--- src/design/cfl_pkg.sv ---
`default_nettype none

package cfl_pkg;

   localparam int FIELD_W        = 6;
   localparam int MAX_FIELDS_DEF = 58;
   localparam logic [FIELD_W-1:0] FIELD_COUNT_RST = 6'd13;

   localparam logic [15:0] CRC_INIT   = 16'hFFFF;
   localparam logic [15:0] CRC_POLY   = 16'h1021;
   localparam logic [15:0] CRC_TOP    = 16'h8000;
   localparam logic [15:0] SOF_MARK   = 16'h55AA;
   localparam logic [15:0] EOF_MARK   = 16'hAA55;
   localparam logic [15:0] DLEN_BASE  = 16'd10;

   typedef struct packed {
      logic [31:0] timestamp;
      logic [15:0] value;
   } req_type;

   typedef struct packed {
      logic [7:0] data_byte;
      logic       run_last;
      logic       frame_last;
   } rsp_type;

   // one accepted word plus the frame context decided at acceptance
   typedef struct packed {
      logic [31:0] timestamp;
      logic [15:0] value;
      logic [15:0] dlen;
      logic        first;
      logic        last;
   } item_type;

   // byte positions within the bytes one word can produce
   typedef enum logic [3:0] {
      POS_SOF_LO  = 4'd0,
      POS_SOF_HI  = 4'd1,
      POS_DLEN_LO = 4'd2,
      POS_DLEN_HI = 4'd3,
      POS_TS_0    = 4'd4,
      POS_TS_1    = 4'd5,
      POS_TS_2    = 4'd6,
      POS_TS_3    = 4'd7,
      POS_VAL_LO  = 4'd8,
      POS_VAL_HI  = 4'd9,
      POS_CRC_LO  = 4'd10,
      POS_CRC_HI  = 4'd11,
      POS_EOF_LO  = 4'd12,
      POS_EOF_HI  = 4'd13
   } pos_type;

   // CRC-16/CCITT-FALSE, one byte, MSB first
   function automatic logic [15:0] crc_feed(input logic [15:0] crc, input logic [7:0] b);
      logic [15:0] c;
      c = crc ^ {b, 8'h00};
      for (int k = 0; k < 8; k++) begin
         if ((c & CRC_TOP) != 16'h0000) begin
            c = {c[14:0], 1'b0} ^ CRC_POLY;
         end else begin
            c = {c[14:0], 1'b0};
         end
      end
      return c;
   endfunction

endpackage

`default_nettype wire

--- src/design/cfl_emitter.sv ---
`default_nettype none

module cfl_emitter
   import cfl_pkg::*;
(
   input  wire logic     clock,
   input  wire logic     reset,
   input  wire logic     load,
   input  wire item_type item,
   output logic          ready,
   output logic          rsp_valid,
   input  wire logic     rsp_stall,
   output rsp_type       rsp_data
);

   item_type    item_ff, item_in;
   logic        item_valid_ff, item_valid_in;
   pos_type     pos_ff, pos_in;
   logic [15:0] crc_ff, crc_in;
   logic        rsp_valid_ff, rsp_valid_in;
   rsp_type     rsp_ff, rsp_in;

   logic        emit;
   logic        at_end;
   logic        feed;
   logic [7:0]  byte_sel;

   always_comb begin
      emit   = item_valid_ff && (!rsp_valid_ff || !rsp_stall);
      at_end = (pos_ff == (item_ff.last ? POS_EOF_HI : POS_VAL_HI));
      feed   = (pos_ff >= POS_DLEN_LO) && (pos_ff <= POS_VAL_HI);
      ready  = !item_valid_ff || (emit && at_end);

      unique case (pos_ff)
         POS_SOF_LO:  byte_sel = SOF_MARK[7:0];
         POS_SOF_HI:  byte_sel = SOF_MARK[15:8];
         POS_DLEN_LO: byte_sel = item_ff.dlen[7:0];
         POS_DLEN_HI: byte_sel = item_ff.dlen[15:8];
         POS_TS_0:    byte_sel = item_ff.timestamp[7:0];
         POS_TS_1:    byte_sel = item_ff.timestamp[15:8];
         POS_TS_2:    byte_sel = item_ff.timestamp[23:16];
         POS_TS_3:    byte_sel = item_ff.timestamp[31:24];
         POS_VAL_LO:  byte_sel = item_ff.value[7:0];
         POS_VAL_HI:  byte_sel = item_ff.value[15:8];
         POS_CRC_LO:  byte_sel = crc_ff[7:0];
         POS_CRC_HI:  byte_sel = crc_ff[15:8];
         POS_EOF_LO:  byte_sel = EOF_MARK[7:0];
         POS_EOF_HI:  byte_sel = EOF_MARK[15:8];
         default:     byte_sel = 8'h00;
      endcase

      item_in       = item_ff;
      item_valid_in = item_valid_ff;
      pos_in        = pos_ff;
      crc_in        = crc_ff;
      rsp_valid_in  = rsp_valid_ff;
      rsp_in        = rsp_ff;

      if (emit) begin
         rsp_valid_in       = 1'b1;
         rsp_in.data_byte   = byte_sel;
         rsp_in.run_last    = at_end;
         rsp_in.frame_last  = at_end && item_ff.last;
         if (pos_ff == POS_SOF_LO) begin
            crc_in = CRC_INIT;
         end else if (feed) begin
            crc_in = crc_feed(crc_ff, byte_sel);
         end
         if (at_end) begin
            item_valid_in = 1'b0;
         end else begin
            pos_in = pos_type'(pos_ff + 4'd1);
         end
      end else if (!rsp_stall) begin
         rsp_valid_in = 1'b0;
      end

      // a new word takes the slot as the old one drains
      if (load) begin
         item_in       = item;
         item_valid_in = 1'b1;
         pos_in        = item.first ? POS_SOF_LO : POS_VAL_LO;
      end
   end

   always_ff @(posedge clock) begin
      if (reset) begin
         item_valid_ff <= 1'b0;
         pos_ff        <= POS_VAL_LO;
         crc_ff        <= CRC_INIT;
         rsp_valid_ff  <= 1'b0;
      end else begin
         item_valid_ff <= item_valid_in;
         pos_ff        <= pos_in;
         crc_ff        <= crc_in;
         rsp_valid_ff  <= rsp_valid_in;
      end
      item_ff <= item_in;
      rsp_ff  <= rsp_in;
   end

   assign rsp_valid = rsp_valid_ff;
   assign rsp_data  = rsp_ff;

   a_frame_last_is_eof: assert property (@(posedge clock) disable iff (reset)
      rsp_valid_ff && rsp_ff.frame_last |->
         rsp_ff.run_last && (rsp_ff.data_byte == EOF_MARK[15:8]))
      else $error("frame_last on a byte other than the closing flag");

   a_pos_in_range: assert property (@(posedge clock) disable iff (reset)
      item_valid_ff |-> (pos_ff <= POS_EOF_HI))
      else $error("byte position beyond end of frame");

   a_crc_restart: assert property (@(posedge clock) disable iff (reset)
      emit && (pos_ff == POS_SOF_LO) |=> (crc_ff == CRC_INIT))
      else $error("CRC not restarted at start flag");

   a_load_when_ready: assert property (@(posedge clock) disable iff (reset)
      load |-> ready)
      else $error("word loaded while slot busy");

endmodule

`default_nettype wire

--- src/design/crc16_framed_log_serializer.sv ---
// An accepted word is held in a word slot; its bytes then pass through the output register.
// Throughput: one byte per cycle while rsp_stall is low, from the single output byte
//   register; a middle field is 2 bytes, a first field 10, a last 6, a one-field frame 14.
// A new word is accepted in the cycle its predecessor's last byte enters the output register.
// Reset (synchronous, active high): empties both stages, field count back to 13,
//   field index to 0, CRC to FFFF.
`default_nettype none

module crc16_framed_log_serializer
   import cfl_pkg::*;
#(
   parameter int MAX_FIELDS = MAX_FIELDS_DEF
)
(
   input  wire logic               clock,
   input  wire logic               reset,
   input  wire logic               req_valid,
   output logic                    req_stall,
   input  wire req_type            req_data,
   output logic                    rsp_valid,
   input  wire logic               rsp_stall,
   output rsp_type                 rsp_data,
   input  wire logic               csr_wr_en,
   input  wire logic [FIELD_W-1:0] csr_wr_data
);

   localparam logic [FIELD_W-1:0] MaxCnt = FIELD_W'(MAX_FIELDS);

   // field count register, latched into the frame at its first word
   logic [FIELD_W-1:0] field_count_ff, field_count_in;
   // frame progress
   logic [FIELD_W-1:0] field_index_ff, field_index_in;
   logic [FIELD_W-1:0] frame_len_ff, frame_len_in;

   logic               accept;
   logic               ready;
   logic               first;
   logic [FIELD_W-1:0] cnt_sat;
   logic [FIELD_W-1:0] len;
   logic [FIELD_W-1:0] idx_next;
   item_type           item;

   always_comb begin
      accept = req_valid && ready;
      first  = (field_index_ff == '0);

      // clamp the programmed count to 1..MAX_FIELDS
      priority if (field_count_ff == '0) begin
         cnt_sat = FIELD_W'(1);
      end else if (field_count_ff > MaxCnt) begin
         cnt_sat = MaxCnt;
      end else begin
         cnt_sat = field_count_ff;
      end

      len      = first ? cnt_sat : frame_len_ff;
      idx_next = field_index_ff + FIELD_W'(1);

      item.timestamp = req_data.timestamp;
      item.value     = req_data.value;
      item.dlen      = DLEN_BASE + 16'({len, 1'b0});
      item.first     = first;
      item.last      = (idx_next >= len);

      field_count_in = csr_wr_en ? csr_wr_data : field_count_ff;
      field_index_in = field_index_ff;
      frame_len_in   = frame_len_ff;
      if (accept) begin
         frame_len_in   = len;
         // wrap to zero after the frame's last field
         field_index_in = item.last ? '0 : idx_next;
      end
   end

   always_ff @(posedge clock) begin
      if (reset) begin
         field_count_ff <= FIELD_COUNT_RST;
         field_index_ff <= '0;
         frame_len_ff   <= FIELD_COUNT_RST;
      end else begin
         field_count_ff <= field_count_in;
         field_index_ff <= field_index_in;
         frame_len_ff   <= frame_len_in;
      end
   end

   // hold the word, walk its bytes, run the CRC, drive the output register
   cfl_emitter u_emitter (
      .clock     (clock),
      .reset     (reset),
      .load      (accept),
      .item      (item),
      .ready     (ready),
      .rsp_valid (rsp_valid),
      .rsp_stall (rsp_stall),
      .rsp_data  (rsp_data)
   );

   assign req_stall = !ready;

   a_index_in_frame: assert property (@(posedge clock) disable iff (reset)
      (field_index_ff != '0) |-> (field_index_ff < frame_len_ff))
      else $error("field index past frame length");

   a_frame_len_range: assert property (@(posedge clock) disable iff (reset)
      accept |=> (frame_len_ff != '0) && (frame_len_ff <= MaxCnt))
      else $error("frame length outside 1..MAX_FIELDS");

   a_first_restarts: assert property (@(posedge clock) disable iff (reset)
      accept && item.last |=> (field_index_ff == '0))
      else $error("field index not cleared after last field");

endmodule

`default_nettype wire
--- config.mk ---
export PLATFORM = sky130hd
export DESIGN_NAME = crc16_framed_log_serializer
export DESIGN_NICKNAME = d
export VERILOG_FILES = /design/src/design/cfl_pkg.sv /design/src/design/cfl_emitter.sv /design/src/design/crc16_framed_log_serializer.sv
export SDC_FILE = /design/constraint.sdc
export NUM_CORES = 1
export LEC_CHECK = 0
export BUFFER_PORTS_ARGS = -buffer_cell sky130_fd_sc_hd__buf_4
export CORE_MARGIN = 2
export CORE_UTILIZATION = 42
export CTS_BUF_LIST = sky130_fd_sc_hd__clkbuf_4 sky130_fd_sc_hd__clkbuf_8
export CTS_CLUSTER_DIAMETER = 50
export DETAILED_ROUTE_END_ITERATION = 8
export SYNTH_ARGS = -nofsm -noshare
export SYNTH_HDL_FRONTEND = slang
export SYNTH_SLANG_ARGS = --single-unit
export TNS_END_PERCENT = 30
--- constraint.sdc ---
create_clock -name clock -period 2.7 [get_ports clock]
set_input_delay 0.405 -clock clock [delete_from_list [all_inputs] [get_ports clock]]
set_output_delay 0.405 -clock clock [all_outputs]
set_load 0.01 [all_outputs]
==> results of run 1 <==
layout make-up:
type                    count  area [sq um]
clock inverters             5          63.8
clock buffers              11           139
inverters                  18          71.3
well taps                 143           179
fillers                   983          5320
multi-input cells         275          2010
repair buffers            114           893
flip-flops and latches    106          2790
power groups by stage:
stage / logic, uW / registers [uW] / clock network [uW]
CTS: 1020 / 2010 / 1030
global placement: 999 / 2050 / 0
detailed placement: 1020 / 2050 / 0
global route: 1130 / 2030 / 1090
floorplan: 674 / 2010 / 0
finish: 1040 / 2010 / 1010
flip-flops by register name (all words and copies together), names as in the netlist:
name,flops
field_count_ff,6
field_index_ff,6
frame_len_ff,6
u_emitter.crc_ff,16
u_emitter.item_ff,56
u_emitter.item_valid_ff,1
u_emitter.pos_ff,4
u_emitter.rsp_data,10
u_emitter.rsp_valid,1
final timing paths:
check | from | slack [ns] | cells after the start | end
hold / removal | req_data[31] | 0.17 | 1 | u_emitter.item_ff[49]$_DFFE_PP_
setup reg to reg | field_index_ff[4]$_SDFFE_PP0P_ | 0.13 | 13 | field_index_ff[2]$_SDFFE_PP0P_
setup / recovery | field_index_ff[4]$_SDFFE_PP0P_ | 0.13 | 13 | field_index_ff[2]$_SDFFE_PP0P_
hold reg to reg | frame_len_ff[1]$_SDFFE_PP0P_ | 0.47 | 2 | frame_len_ff[1]$_SDFFE_PP0P_
kinds of logic after synthesis:
family | after synthesis | share of synthesized area [%]
AOI/OAI and AO/OA | 106 | 15.9
xor gates and xnor gates | 34 | 7.35
adders and majority gates | 12 | 3.03
buffers and inverters | 41 | 4.27
DFF | 106 | 56.2
muxes | 10 | 2.12
and+or+nand+nor | 113 | 11.2
cell usage in the layout, fill, tap and decap left out, types with 3 or more instances in the layout:
| master | synthesis | layout |
|---|---|---|
| buf_4 | 1 | 111 |
| edfxtp_1 | 66 | 66 |
| nor2_1 | 43 | 42 |
| dfxtp_1 | 40 | 37 |
| nand2_1 | 24 | 23 |
| a21oi_1 | 24 | 23 |
| inv_1 | 17 | 16 |
| xnor2_1 | 15 | 15 |
| xor2_1 | 13 | 13 |
| a22oi_1 | 12 | 12 |
| nand2b_1 | 12 | 11 |
| o21ai_0 | 12 | 10 |
| ha_1 | 12 | 10 |
| clkbuf_8 | 0 | 9 |
| o22ai_1 | 7 | 7 |
| nand3_1 | 6 | 6 |
| a21o_1 | 6 | 6 |
| mux2i_1 | 6 | 6 |
| a211o_1 | 6 | 6 |
| nor2b_1 | 6 | 5 |
| clkinvlp_4 | 0 | 4 |
| mux2_2 | 4 | 4 |
| a222oi_1 | 4 | 4 |
| o21ai_1 | 3 | 4 |
| nor3_1 | 3 | 3 |
| nand3b_1 | 3 | 3 |
| a211oi_1 | 4 | 3 |
| or2_2 | 3 | 3 |
| dfxtp_2 | 0 | 3 |
| buf_12 | 0 | 3 |
layer usage:
layer / part of all wire, % / vias to the layer above
met2: 49 / 76
met4: 2.0 / 0
li1: - / 1747
met3: 4.2 / 16
met1: 45 / 1685
met5: 0 / -
timing repair:
item | 4_1_cts | 5_1_grt
gates resized for setup | 2 | 13
endpoints found under the hold margin | 0 | 0
setup endpoints to repair | 3 | 15
pin swaps | 1 | 10
buffers inserted | 0 | 2
stage by stage:
stage	hold WS [ns]	cells	instance area, sq um
final	0.175	672	6150
after global routing	0.154	672	6150
after CTS	0.155	670	6090
after detailed placement	0.453	654	5880
after global placement	0.444	654	5880
after floorplan	0.435	422	4970
==> impl_metrics.yaml, run 1 <==
logic_synthesis:
  synth-async-reset-ratio_pct: 0
  synth_top_area_cell: "edfxtp_1"
  synth.most_common_cell: "edfxtp_1"
  synth.distinct_cells: 70
  synth_top_area_share_pct: 40.0
  synth_edf_count: 66
  netlist_top_cells_area: "edfxtp_1 40%, dfxtp_1 16%, nor2_1 3.3%"
  synthTopCellsByCount: "66 x edfxtp_1, 43 x nor2_1, 40 x dfxtp_1"
  ys_seq_area_share_pct: 56.2
  synth_area_sq_um: 4950
  syn_inst: 422
  syn_nets: 493
  syn_area_per_cell_sq_um: 11.7
  ys_dominant_reg_cell: "edfxtp_1"
  yosysWarnings: 0
  ys_ff_latch: 106
floorplan:
  pin_count: 71
  die_height_microns: 113
  floorplan.die_area_sq_um: 12700
  fp.dieW_microns: 113
  placementRows: 39
  initial_utilization_pct: 43.2
  core_sq_um: 11500
critical_path:
  worstPathArrival_ns: 2.91
  max_stage_delay_ns: 0.36
  slowest_stage: "dfxtp_2"
  path_max_fanout: 6
  crit_top_cell: "a21o_1"
  path_cells: "nor4_4, nand2_2, a21oi_1, a21oi_2, inv_1, ha_1, nand2b_1, a21o_1, a21o_1, a211oi_2, o211ai_2, o21ai_1, a21o_1"
  critPathCaptureType: "flip-flop"
  cpLargestDelayFamily: "compound AO/OA/AOI/OAI gates"
  cp-start-kind: "flip-flop"
  crit_type: "reg -> reg"
  crit_required_ns: 3.05
  crit_buf_inv: 1
outcome:
  outcome: "finished, final reports clean"
power:
  switching_share_pct: 28.7
  clockPowerShare_pct: 24.9
  switchingPower_uw: 1160
  p_per_area_nw_per_um2: 661
  total_power_uw: 4060
  power_frac_comb_pct: 25.6
  internal_power_uw: 2890
  ir_worst_vdd_mv: 0.545
  seqPwrFrac_pct: 49.6
  leakage_uw: 0.00243
route:
  drt_iter0_drc: 262
  wire_per_inst_microns: 17.1
  drc: 0
  vias: 3524
  dr.pass1.iters: 4
  routed_wl_microns: 11500
  ant_nets: 0
  drt-vias-per-instance: 5.24
placement:
  place.gp.congestion: 0.841
  portBuffers: 70
  place_hpwl_microns: 8460
  pre_cts_ws_ns: -0.0437
timing:
  hold_violations: 0
  skew_ns: 0.0139
  relSlewSlack_pct: 45.1
  final.min_clock_period_ns: 2.57
  drv_slew: 0
  tightest_slew_ns: 0.811
  final.setup.tns_ns: 0
  setup_ws_ns: 0.132
  rsz0062_at_grt: "yes"
  setup_viol: 0
  fmax_mhz: 389
  min_period_over_period_pct: 95.1
flow_run:
  maxCapViolCount: 0
global_routing:
  grt_antenna_before_repair: 0
  gr-usage-all-layers_pct: 18.4
  grt_use_met3_pct: 4.91
  grt_use_met1_pct: 23.6
  busiest_layer: "met2"
  grt_pass1_wl_microns: 17900
  grt_pass1_vias: 3572
  grt_max_degree: 33
  overflow: 0
  grt.met2_usage_pct: 30.1
final_layout:
  utilization_pct: 53.6
  synthToLayoutAreaGrowth_pct: 24.0
  layout-drive-gt1-share_pct: 31.9
  diodes: 0
  nNetsFinal: 595
cts:
  cts_hold_buffers: 0
  cts_tree: "built"
  clk_pin_slew_ns: 0.10
  root_buffer: "clkbuf_8"
  cts_buffers: 9
  clockBufferDepth: 2
  cts_sinks: 106
  cts_max_level: 3
  clkLatencyLatePin_ns: 0.40
hold_path:
  min_path_type: "in -> reg"
(Power assumes the default switching activity.)
==> run 2, diff against run 1 <==
- ABC_AREA: not set -> 1
==> impl_metrics.yaml, run 2 <==
floorplan:
  floorplan.die_area_sq_um: 14100
  core_sq_um: 12700
  die_height_microns: 119
  fp.dieW_microns: 119
  placementRows: 41
  pin_count: 71
  initial_utilization_pct: 43.5
route:
  drc: 0
  wire_per_inst_microns: 15.6
  drt-vias-per-instance: 5.25
  routed_wl_microns: 13600
  dr.pass1.iters: 4
  drt_iter0_drc: 306
  vias: 4561
  ant_nets: 0
global_routing:
  overflow: 0
  grt_pass1_wl_microns: 21400
  grt_max_degree: 57
  grt_pass1_vias: 4337
  gr-usage-all-layers_pct: 19.4
  grt_antenna_before_repair: 0
placement:
  place_inst: 849
  pre_cts_ws_ns: 0.0871
  place_hpwl_microns: 9660
  portBuffers: 70
  place.gp.congestion: 0.866
power:
  switching_share_pct: 32.4
  leakage_uw: 0.00287
  clockPowerShare_pct: 25.3
  seqPwrFrac_pct: 49.2
  internal_power_uw: 2710
  power_frac_comb_pct: 25.5
  p_per_area_nw_per_um2: 617
  ir_worst_vdd_mv: 0.388
  switchingPower_uw: 1300
final_layout:
  mostFrequentLayoutCells: "156 x nand2_1, 87 x buf_4, 66 x edfxtp_1"
  final_common_cell: "nand2_1"
  synthToLayoutAreaGrowth_pct: 17.3
  largest-register: "u_emitter.item_ff"
  final_cells: 869
  largest_reg_flops: 56
  nNetsFinal: 763
  layout-drive-gt1-share_pct: 25.1
  diodes: 0
  utilization_pct: 51.0
critical_path:
  worstPathArrival_ns: 2.81
  cp-start-kind: "flip-flop"
  path_max_fanout: 6
  crit_type: "reg -> reg"
  critPathCaptureType: "flip-flop"
  crit_required_ns: 3.02
timing:
  setup_viol: 0
  fmax_mhz: 402
  skew_ns: 0.0131
  final.min_clock_period_ns: 2.49
  final.setup.tns_ns: 0
  tightest_slew_ns: 0.504
  hold_violations: 0
  relSlewSlack_pct: 66.0
  setup_ws_ns: 0.211
  drv_slew: 0
  rsz0062_at_grt: "no"
  whs_ns: 0.182
  min_period_over_period_pct: 92.2
cts:
  clk_pin_slew_ns: 0.11
  cts_max_level: 3
  cts_buffers: 9
  clkLatencyLatePin_ns: 0.39
  cts_tree: "built"
  clockBufferDepth: 2
  root_buffer: "clkbuf_8"
  cts_sinks: 106
logic_synthesis:
  synth_area_sq_um: 5530
  synth-async-reset-ratio_pct: 0
  ys_seq_area_share_pct: 50.3
  ys_ff_latch: 106
  synth_top_area_share_pct: 35.8
  synth.most_common_cell: "nand2_1"
  syn_area_per_cell_sq_um: 8.98
  netlist_top_cells_area: "edfxtp_1 36%, dfxtp_1 14%, nand2_1 11%"
  synthTopCellsByCount: "156 x nand2_1, 66 x edfxtp_1, 65 x nand4_1"
  syn_nets: 687
  syn_inst: 616
  synth_top_area_cell: "edfxtp_1"
  synth.distinct_cells: 43
  yosysWarnings: 0
  ys_dominant_reg_cell: "edfxtp_1"
  synth_edf_count: 66
hold_path:
  min_path_type: "in -> reg"
outcome:
  outcome: "finished, final reports clean"
flow_run:
  maxCapViolCount: 0
==> run 2: cells by family after synthesis <==
| logic type | share of synthesized area, % |
|---|---|
| and+or+nand+nor | 31.5 |
| DFF | 50.3 |
| buffers and inverters | 7.42 |
| AOI/OAI and AO/OA | 6.67 |
| adders and majority gates | 2.71 |
| xor gates and xnor gates | 1.42 |
==> run 2: metrics by stage <==
stage | area (sq um) | power (uW)
floorplan | 5530 | 2680
global placement | 6230 | 2960
detailed placement | 6230 | 2990
CTS | 6430 | 4010
global route | 6490 | 4230
finish | 6490 | 4000
==> run 2: area by class of cell <==
type	count	area, sq um
Sequential cell	106	2780
Clock inverter	7	75.1
Clock buffer	9	124
Timing Repair Buffer	89	693
Inverter	58	225
Fill cell	1212	6230
Multi-Input combinational cell	428	2380
Tap cell	172	215
==> run 2: power groups by stage <==
stage               clock, uW  combinational [uW]  sequential [uW]
finish                   1010                1020             1970
global route             1110                1140             1990
CTS                      1050                 987             1970
detailed placement          0                 980             2010
global placement            0                 958             2000
floorplan                   0                 699             1980
==> run 2: worst max-delay path, cell delays in order (launching register included) <==
cell and delay [ns]:
dfxtp_1 0.36, inv_1 0.15, ha_4 0.18, nand4_4 0.13, nor2_1 0.13, nand2_1 0.05, nand2_1 0.11, inv_1 0.08
ha_1 0.26, o21ai_0 0.15, a21boi_0 0.10, o21ai_1 0.12, nand3b_1 0.09, nand3_1 0.07, nand2_1 0.10, nor2_4 0.18
nand2_1 0.06, o21ai_1 0.07
==> run 2: repair_timing <==
| item | CTS | global route |
|---|---|---|
| endpoints found under the setup margin | 0 | 7 |
| gates resized for setup | 0 | 5 |
| buffers inserted | 0 | 3 |
| hold buffers | 0 | 0 |
==> run 2: per-layer routing <==
metal	routed length [microns]	track usage, %	share of wire [%]	up-vias
li1	-	-	-	2281
met1	6300	25.6	46	2099
met2	6130	30.6	45	155
met3	827	5.02	6.1	26
met4	321	7.07	2.4	0
met5	0	0	0	-
==> run 2: worst paths after layout <==
check	startpoint	to	slack (ns)	depth (start not counted)
max	field_index_ff[0]$_SDFFE_PP0P_	field_index_ff[3]$_SDFFE_PP0P_	0.21	17
min	req_data[15]	u_emitter.item_ff[33]$_DFFE_PP_	0.18	1
max reg2reg	field_index_ff[0]$_SDFFE_PP0P_	field_index_ff[3]$_SDFFE_PP0P_	0.21	17
min reg2reg	frame_len_ff[1]$_SDFFE_PP0P_	frame_len_ff[1]$_SDFFE_PP0P_	0.48	2
